<file path="src/sv/ole_pkg.sv">
// Shared types and constants for the ordered list engine.
// Depends on nothing; imported by every module of the block.
package ole_pkg;

  // Default sizes handed down by the top level
  localparam int unsigned DEPTH_DEF       = 16;
  localparam int unsigned VALUE_WIDTH_DEF = 32;

  // Fixed field widths on the ports
  localparam int unsigned OP_W          = 2;
  localparam int unsigned ITEM_W        = 32;
  localparam int unsigned STATUS_W      = 2;
  localparam int unsigned COUNT_FIELD_W = 5;
  localparam int unsigned OUT_DATA_W    = 8;

  // Request kinds
  typedef enum logic [OP_W-1:0] {
    OP_PUSH_FRONT = 2'd0,
    OP_PUSH_BACK  = 2'd1,
    OP_SEARCH     = 2'd2,
    OP_REMOVE     = 2'd3
  } op_e;

  // Response status
  typedef enum logic [STATUS_W-1:0] {
    ST_OK     = 2'd0,
    ST_ABSENT = 2'd1,
    ST_FULL   = 2'd2
  } status_e;

  // Controller states
  typedef enum logic {
    S_IDLE = 1'b0,
    S_EXEC = 1'b1
  } state_e;

  // Controller to datapath
  typedef struct packed {
    logic load;  // capture request, compare all cells
    logic exec;  // apply update, load response register
  } cmd_t;

  // Datapath to controller
  typedef struct packed {
    logic out_free;  // response register can take a new response
  } sts_t;

endpackage

</file>
<file path="src/sv/ole_ctrl.sv">
// Request sequencer of the ordered list engine: capture, then execute.
// Depends on ole_pkg for the state, command and status types.
module ole_ctrl
  import ole_pkg::*;
(
  input  logic clk_i,
  input  logic rst_ni,
  input  logic req_valid_i,
  input  sts_t sts_i,
  output logic req_ready_o,
  output cmd_t cmd_o
);

  state_e state_q, state_d;

  // State register
  always_ff @(posedge clk_i or negedge rst_ni) begin
    if (!rst_ni) begin
      state_q <= S_IDLE;
    end else begin
      state_q <= state_d;
    end
  end

  // Next state
  always_comb begin
    state_d = state_q;
    unique case (state_q)
      S_IDLE: if (req_valid_i) state_d = S_EXEC;
      S_EXEC: if (sts_i.out_free) state_d = S_IDLE;
      default: state_d = S_IDLE;
    endcase
  end

  // Outputs
  always_comb begin
    req_ready_o = 1'b0;
    cmd_o       = '0;
    unique case (state_q)
      S_IDLE: begin
        req_ready_o = 1'b1;
        cmd_o.load  = req_valid_i;
      end
      S_EXEC: begin
        cmd_o.exec = sts_i.out_free;
      end
      default: ;
    endcase
  end

endmodule

</file>
<file path="src/sv/ole_dp.sv">
// Datapath of the ordered list engine: cell row with per-cell compare,
// shift network, count register and response register. Depends on ole_pkg.
module ole_dp
  import ole_pkg::*;
#(
  parameter int unsigned DEPTH       = DEPTH_DEF,
  parameter int unsigned VALUE_WIDTH = VALUE_WIDTH_DEF,
  localparam int unsigned CW         = $clog2(DEPTH + 1)
) (
  input  logic                     clk_i,
  input  logic                     rst_ni,
  input  cmd_t                     cmd_i,
  output sts_t                     sts_o,
  input  logic [OP_W-1:0]          req_op_i,
  input  logic [ITEM_W-1:0]        req_value_i,
  output logic                     rsp_valid_o,
  input  logic                     rsp_ready_i,
  output logic [STATUS_W-1:0]      rsp_status_o,
  output logic [COUNT_FIELD_W-1:0] rsp_count_o,
  output logic [CW-1:0]            count_o
);

  logic [VALUE_WIDTH-1:0] val_in;
  op_e                    op_q;
  logic [VALUE_WIDTH-1:0] val_q;
  logic [DEPTH-1:0]       match_q;
  logic [DEPTH-1:0]       hit_upto;
  logic [VALUE_WIDTH-1:0] cells_q [DEPTH];
  logic [VALUE_WIDTH-1:0] cells_d [DEPTH];
  logic [CW-1:0]          count_q, count_d;
  logic                   full, hit;
  status_e                status_d;
  logic                   out_valid_q;
  status_e                out_status_q;
  logic [COUNT_FIELD_W-1:0] out_count_q;

  // Sign-extend or truncate the 32-bit request value to the stored width
  if (VALUE_WIDTH > ITEM_W) begin : g_ext
    assign val_in = {{(VALUE_WIDTH - ITEM_W){req_value_i[ITEM_W-1]}}, req_value_i};
  end else begin : g_trunc
    assign val_in = req_value_i[VALUE_WIDTH-1:0];
  end

  // Capture request and per-cell match bits, valid cells only
  always_ff @(posedge clk_i) begin
    if (cmd_i.load) begin
      op_q  <= op_e'(req_op_i);
      val_q <= val_in;
      for (int i = 0; i < DEPTH; i++) begin
        match_q[i] <= (cells_q[i] == val_in) && (CW'(i) < count_q);
      end
    end
  end

  assign full = (count_q == CW'(DEPTH));
  assign hit  = |match_q;

  // Per cell: next value for each request kind
  for (genvar g = 0; g < DEPTH; g++) begin : g_cell
    logic [VALUE_WIDTH-1:0] prev_w, next_w;

    // Set when the first match lies at or below this cell
    assign hit_upto[g] = |match_q[g:0];

    if (g == 0) begin : g_first
      assign prev_w = val_q;
    end else begin : g_mid
      assign prev_w = cells_q[g-1];
    end
    if (g == DEPTH - 1) begin : g_last
      assign next_w = cells_q[g];
    end else begin : g_inner
      assign next_w = cells_q[g+1];
    end

    always_comb begin
      cells_d[g] = cells_q[g];
      unique case (op_q)
        OP_PUSH_FRONT: if (!full) cells_d[g] = prev_w;
        OP_PUSH_BACK:  if (!full && (count_q == CW'(g))) cells_d[g] = val_q;
        OP_SEARCH:     cells_d[g] = cells_q[g];
        OP_REMOVE:     if (hit_upto[g]) cells_d[g] = next_w;
        default:       cells_d[g] = cells_q[g];
      endcase
    end
  end

  // Cell storage, no reset: only entries below the count are read
  always_ff @(posedge clk_i) begin
    if (cmd_i.exec) begin
      cells_q <= cells_d;
    end
  end

  // Count and status for the executing request
  always_comb begin
    count_d  = count_q;
    status_d = ST_OK;
    unique case (op_q)
      OP_PUSH_FRONT, OP_PUSH_BACK: begin
        if (full) begin
          status_d = ST_FULL;
        end else begin
          count_d = count_q + CW'(1);
        end
      end
      OP_SEARCH: begin
        if (!hit) status_d = ST_ABSENT;
      end
      OP_REMOVE: begin
        if (hit) begin
          count_d = count_q - CW'(1);
        end else begin
          status_d = ST_ABSENT;
        end
      end
      default: ;
    endcase
  end

  always_ff @(posedge clk_i or negedge rst_ni) begin
    if (!rst_ni) begin
      count_q <= '0;
    end else if (cmd_i.exec) begin
      count_q <= count_d;
    end
  end

  // Response register
  always_ff @(posedge clk_i or negedge rst_ni) begin
    if (!rst_ni) begin
      out_valid_q <= 1'b0;
    end else if (cmd_i.exec) begin
      out_valid_q <= 1'b1;
    end else if (rsp_ready_i) begin
      out_valid_q <= 1'b0;
    end
  end

  always_ff @(posedge clk_i) begin
    if (cmd_i.exec) begin
      out_status_q <= status_d;
      out_count_q  <= COUNT_FIELD_W'(count_d);
    end
  end

  assign sts_o.out_free = !out_valid_q || rsp_ready_i;
  assign rsp_valid_o    = out_valid_q;
  assign rsp_status_o   = out_status_q;
  assign rsp_count_o    = out_count_q;
  assign count_o        = count_q;

endmodule

</file>
<file path="src/sv/ordered_list_engine.sv">
// Ordered list engine: bounded double-ended list with search and delete.
// Instantiates ole_ctrl and ole_dp; depends on ole_pkg.
//
// Usage:
//   Requests arrive on the s_axis group: tuser carries the request kind
//   (push front, push back, search, remove first match), tdata the 32-bit
//   signed value. Each request yields exactly one response on m_axis:
//   tuser carries the status (ok/found, absent, full), tdata the number of
//   entries held after the request.
//   A request is handled in a capture step, which compares the value
//   against every cell in parallel, then an execute step, which shifts
//   the cell row and updates the count. A new request is taken only
//   after the previous one has executed.
//   s_axis_tready is high while the sequencer waits for a request, also
//   while an earlier response is still held in the output register.
//   If the receiver stalls, the finished request waits in its execute
//   step until the output register frees up; no request is lost.
//   Reset clears the count (empty list) and drops any pending response;
//   cell contents are not cleared.
module ordered_list_engine
  import ole_pkg::*;
#(
  parameter int unsigned DEPTH       = DEPTH_DEF,
  parameter int unsigned VALUE_WIDTH = VALUE_WIDTH_DEF
) (
  input  logic                  clk_i,
  input  logic                  rst_ni,
  input  logic                  s_axis_tvalid,
  output logic                  s_axis_tready,
  input  logic [ITEM_W-1:0]     s_axis_tdata,   // [31:0] item_value
  input  logic [OP_W-1:0]       s_axis_tuser,   // [1:0] op
  output logic                  m_axis_tvalid,
  input  logic                  m_axis_tready,
  output logic [OUT_DATA_W-1:0] m_axis_tdata,   // [4:0] entry_count, [7:5] zero
  output logic [STATUS_W-1:0]   m_axis_tuser    // [1:0] status
);

  localparam int unsigned CW = $clog2(DEPTH + 1);

  cmd_t                     cmd;
  sts_t                     sts;
  logic [COUNT_FIELD_W-1:0] rsp_count;
  logic [CW-1:0]            count;

  ole_ctrl u_ctrl (
    .clk_i       (clk_i),
    .rst_ni      (rst_ni),
    .req_valid_i (s_axis_tvalid),
    .sts_i       (sts),
    .req_ready_o (s_axis_tready),
    .cmd_o       (cmd)
  );

  ole_dp #(
    .DEPTH       (DEPTH),
    .VALUE_WIDTH (VALUE_WIDTH)
  ) u_dp (
    .clk_i        (clk_i),
    .rst_ni       (rst_ni),
    .cmd_i        (cmd),
    .sts_o        (sts),
    .req_op_i     (s_axis_tuser),
    .req_value_i  (s_axis_tdata),
    .rsp_valid_o  (m_axis_tvalid),
    .rsp_ready_i  (m_axis_tready),
    .rsp_status_o (m_axis_tuser),
    .rsp_count_o  (rsp_count),
    .count_o      (count)
  );

  assign m_axis_tdata = {{(OUT_DATA_W - COUNT_FIELD_W){1'b0}}, rsp_count};

  // Count never exceeds capacity
  a_count_bound: assert property (@(posedge clk_i) disable iff (!rst_ni)
    count <= CW'(DEPTH))
    else $error("entry count above capacity");

  // An accepted request blocks the next one for its execute step
  a_one_at_a_time: assert property (@(posedge clk_i) disable iff (!rst_ni)
    (s_axis_tvalid && s_axis_tready) |=> !s_axis_tready)
    else $error("request accepted while another executes");

  // Execute always leaves a response pending
  a_exec_rsp: assert property (@(posedge clk_i) disable iff (!rst_ni)
    cmd.exec |=> m_axis_tvalid)
    else $error("execute without response");

  // A refused insert is only reported with a full list
  a_full_status: assert property (@(posedge clk_i) disable iff (!rst_ni)
    (m_axis_tvalid && (m_axis_tuser == ST_FULL)) |-> (count == CW'(DEPTH)))
    else $error("full status with room left");

endmodule

</file>
<file path="config.mk">
export PLATFORM = sky130hd
export DESIGN_NAME = ordered_list_engine
export DESIGN_NICKNAME = d
export VERILOG_FILES = /design/src/sv/ole_pkg.sv /design/src/sv/ole_ctrl.sv /design/src/sv/ole_dp.sv /design/src/sv/ordered_list_engine.sv
export SDC_FILE = /design/constraint.sdc
export NUM_CORES = 1
export LEC_CHECK = 0
export ABC_AREA = 1
export BUFFER_PORTS_ARGS = -buffer_cell sky130_fd_sc_hd__buf_2
export CORE_MARGIN = 4
export CORE_UTILIZATION = 35
export DETAILED_ROUTE_END_ITERATION = 16
export HOLD_SLACK_MARGIN = 0.12
export SETUP_SLACK_MARGIN = 0.2
export SYNTH_ARGS = -nofsm -noshare
export SYNTH_HDL_FRONTEND = slang
export SYNTH_SLANG_ARGS = --single-unit
export TNS_END_PERCENT = 30
</file>
<file path="constraint.sdc">
create_clock -name clk_i -period 4.03 [get_ports clk_i]
set_input_delay 0.6045 -clock clk_i [delete_from_list [all_inputs] [get_ports clk_i]]
set_output_delay 0.6045 -clock clk_i [all_outputs]
set_load 0.01 [all_outputs]
</file>
==> run summary <==
Status -> finished, final reports clean
Die Area -> 0.0956 sq mm
Max_slew headroom -> 22.5%
Max-slew violations -> 0
Adder-cell area share of the yosys netlist -> 0.197%
RSZ-0062 raised after global routing -> no
Synth Area in Compound Gates -> 17.6%
Final instance area -> 0.0352 sq mm
ANT nets after route -> 0
Clock slew at reported path FFs -> 0.06 ns
DR pass1 iterations -> 10
# DRC -> 0
CTS buffer count -> 66
HPWL after DPL -> 96000 um
Most frequent cells in the layout -> 569 x edfxtp_1, 519 x inv_1, 443 x nand2_1
PortBufs -> 46
#FFs+latches synth -> 576
Setup WS pre-CTS -> 1.00 ns
Synth cell types -> 38
DRT Wirelength -> 135000 um
Hold crit path type -> in -> reg
Max Fanout on Critical Path -> 32
Fin crit share -> 77.8%
Slowest cell on the critical path -> dfrtp_1
Kind of critical path -> reg -> reg
Initial antenna violation count -> 9
H-tree Lvls -> 3
Hold WS -> 0.183 ns
Req. time, crit path -> 4.28 ns
Most used cell along the critical path -> nand2_1
Placed Area -> 0.0330 sq mm
Post-layout util -> 39.1%
CTS Sinks -> 576
Initial core utilization -> 35.3%
Crit path cell chain -> inv_1, ha_1, nand3_2, nand2_1, nand2_1, nand2_1, buf_4, inv_1, o21ai_0, a21oi_4, buf_4
Synth Cell Area -> 0.0317 sq mm
Startpoint Class -> register
Critical Path End Type -> register
Worst Skew -> 0.0304 ns
Vias in the first global route -> 25500
Final GP Congestion -> 1.02
Nets -> 3179
Vias per std cell -> 6.23
Post-synth EDFFs -> 569
Critical path's top delay family -> buffers and inverters
Worst slew pin tran -> 1.16 ns
Core Region -> 0.0900 sq mm
Clk buf depth -> 3
Total congestion overflow -> 0
VDD IR max -> 0.380 mV
Final setup fails -> 0
Synthesized instance count -> 3180
Synth-to-layout area growth -> 10.8%
Prevailing post-synth register cell -> edfxtp_1
Pwr/cell area -> 679 mW/mm^2
Clock Latency Late Sink -> 0.63 ns
FMAX -> 0.319 GHz
Root Buffer -> clkbuf_16
Commonest non-fill, non-tap cell in the layout -> edfxtp_1
Synth Area in XOR/XNOR -> 6.62%
Sequential area share after synthesis -> 54.4%
Post-cts resize count -> 0
Total of max-cap violations -> 0
Yosys warns -> 0
Post-synthesis mux area share -> 0%
Avg Inst Size Synth -> 9.98 sq um
Largest family of logic cells by synthesized area -> compound AO/OA/AOI/OAI gates
Vias -> 27200
Static leakage -> 13.4 nW
Crit-path max cell delay -> 0.55 ns
Crit path DAT -> 3.38 ns
Chip height -> 309 um
Final Critical Period -> 3.14 ns
CTS tree -> yes
Buf/Inv on CP -> 4
DR WL/cell -> 30.9 um
I/O pin count -> 50
Cell row count -> 110
Largest net degree at the start of global routing -> 242
Fraction of layout cells with a size suffix above 1 -> 8.50%
Final WS setup -> 0.895 ns
Async SR Flop Fraction -> 1.22%
Fin. Hold Viols -> 0
Detailed Route Iter0 Violations -> 4950
First-pass GRT wire length -> 188000 um
Total track usage -> 27.3%
Die X -> 309 um
Post-Synth Simple-Gate Area -> 11.3%
==> sequential cells by signal (all words and copies together), names as in the netlist <==
signal	flops
u_dp.rsp_count_o	5
u_dp.rsp_valid_o	1
u_dp.count_o	5
u_dp.g_cell.next_w	416
u_dp.match_q	16
u_dp.op_q	2
u_dp.rsp_status_o	2
u_dp.g_cell.prev_w	128
u_ctrl.state_q	1
==> routing by layer <==
metal | global-route usage (%) | up-vias | wire length [um]
met4 | 11.2 | 8 | 6580
met5 | 0 | - | 46
li1 | - | 11300 | -
met2 | 42.3 | 2257 | 59500
met1 | 35.5 | 13300 | 49800
met3 | 8.61 | 370 | 19100
==> cell type report <==
type / instances / area [sq um]
multi-input combinational: 1848 / 11500
tap: 1176 / 1470
clock inverter: 43 / 423
antenna: 4 / 10.0
sequential: 576 / 17300
inverter: 532 / 2000
fill: 8912 / 54800
timing repair buffer: 112 / 778
clock buffer: 78 / 1740
==> metrics by stage <==
stage	instances	TNS [ns]	total power [mW]
3_5_place_dp	4243	0	17.4
3_3_place_gp	4243	0	17.3
4_1_cts	4365	0	23.5
5_1_grt	4365	0	24.6
6_report	4369	0	23.9
2_1_floorplan	3182	-25.05	14.3
==> where the power goes <==
group          leakage, nW  internal [mW]  switching (mW)
logic                 6.92           2.03            5.53
clock network         1.06           3.56            2.68
registers             5.42           9.02            1.08
==> what timing repair did <==
action / in CTS / in global routing
hold endpoints to repair: 7 / 0
hold buffers: 1 / 0
setup buffers: 0 / 0
==> cell families (layout without fill, tap and decap cells) <==
logic type,after synthesis,in the layout
simple gates,847,847
buf+inv,758,765
compound gates,753,753
flops,576,576
xor+xnor,240,240
fa+ha+maj,5,5
other cells,1,7
==> path summary, 6_finish.rpt <==
| path | from | endpoint | slack [ns] | cells past startpoint |
|---|---|---|---|---|
| worst max-delay path | u_dp.count_o[0] | u_dp.g_cell[12].next_w[20] | 0.89 | 11 |
| worst min-delay path | s_axis_tuser[0] | u_dp.op_q[0] | 0.18 | 1 |
| min in group asynchronous | rst_ni | u_dp.count_o[3] | 0.34 | 2 |
| worst min register to register | u_dp.rsp_valid_o | u_dp.rsp_valid_o | 0.50 | 2 |
| worst max register to register | u_dp.count_o[0] | u_dp.g_cell[12].next_w[20] | 0.89 | 11 |
| max in group asynchronous | rst_ni | u_dp.count_o[4] | 3.53 | 2 |
==> cells in the mapped netlist (3+ instances only) <==
master       n  area, sq um
edfxtp_1   569        17100
inv_1      519         1950
nand2_1    443         1660
o221ai_1   407         3560
nor2_1     202          758
buf_2      150          751
xor2_1     144         1260
o21ai_0    135          676
o22ai_1    117          732
xnor2_1     96          841
nand3_1     56          280
nor3_1      54          270
nand4_1     50          313
o211ai_1    48          360
clkbuf_1    40          150
a21oi_1     31          155
nand2_2     30          188
buf_4       23          173
buf_1        9         33.8
clkinv_1     8         30.0
dfrtp_1      7          175
ha_1         5         62.6
inv_2        5         18.8
o21ai_1      5         25.0
buf_6        4         45.0
or2_2        4         25.0
a211oi_1     3         22.5
o2111ai_1    3         26.3
(Power assumes the default switching activity.)
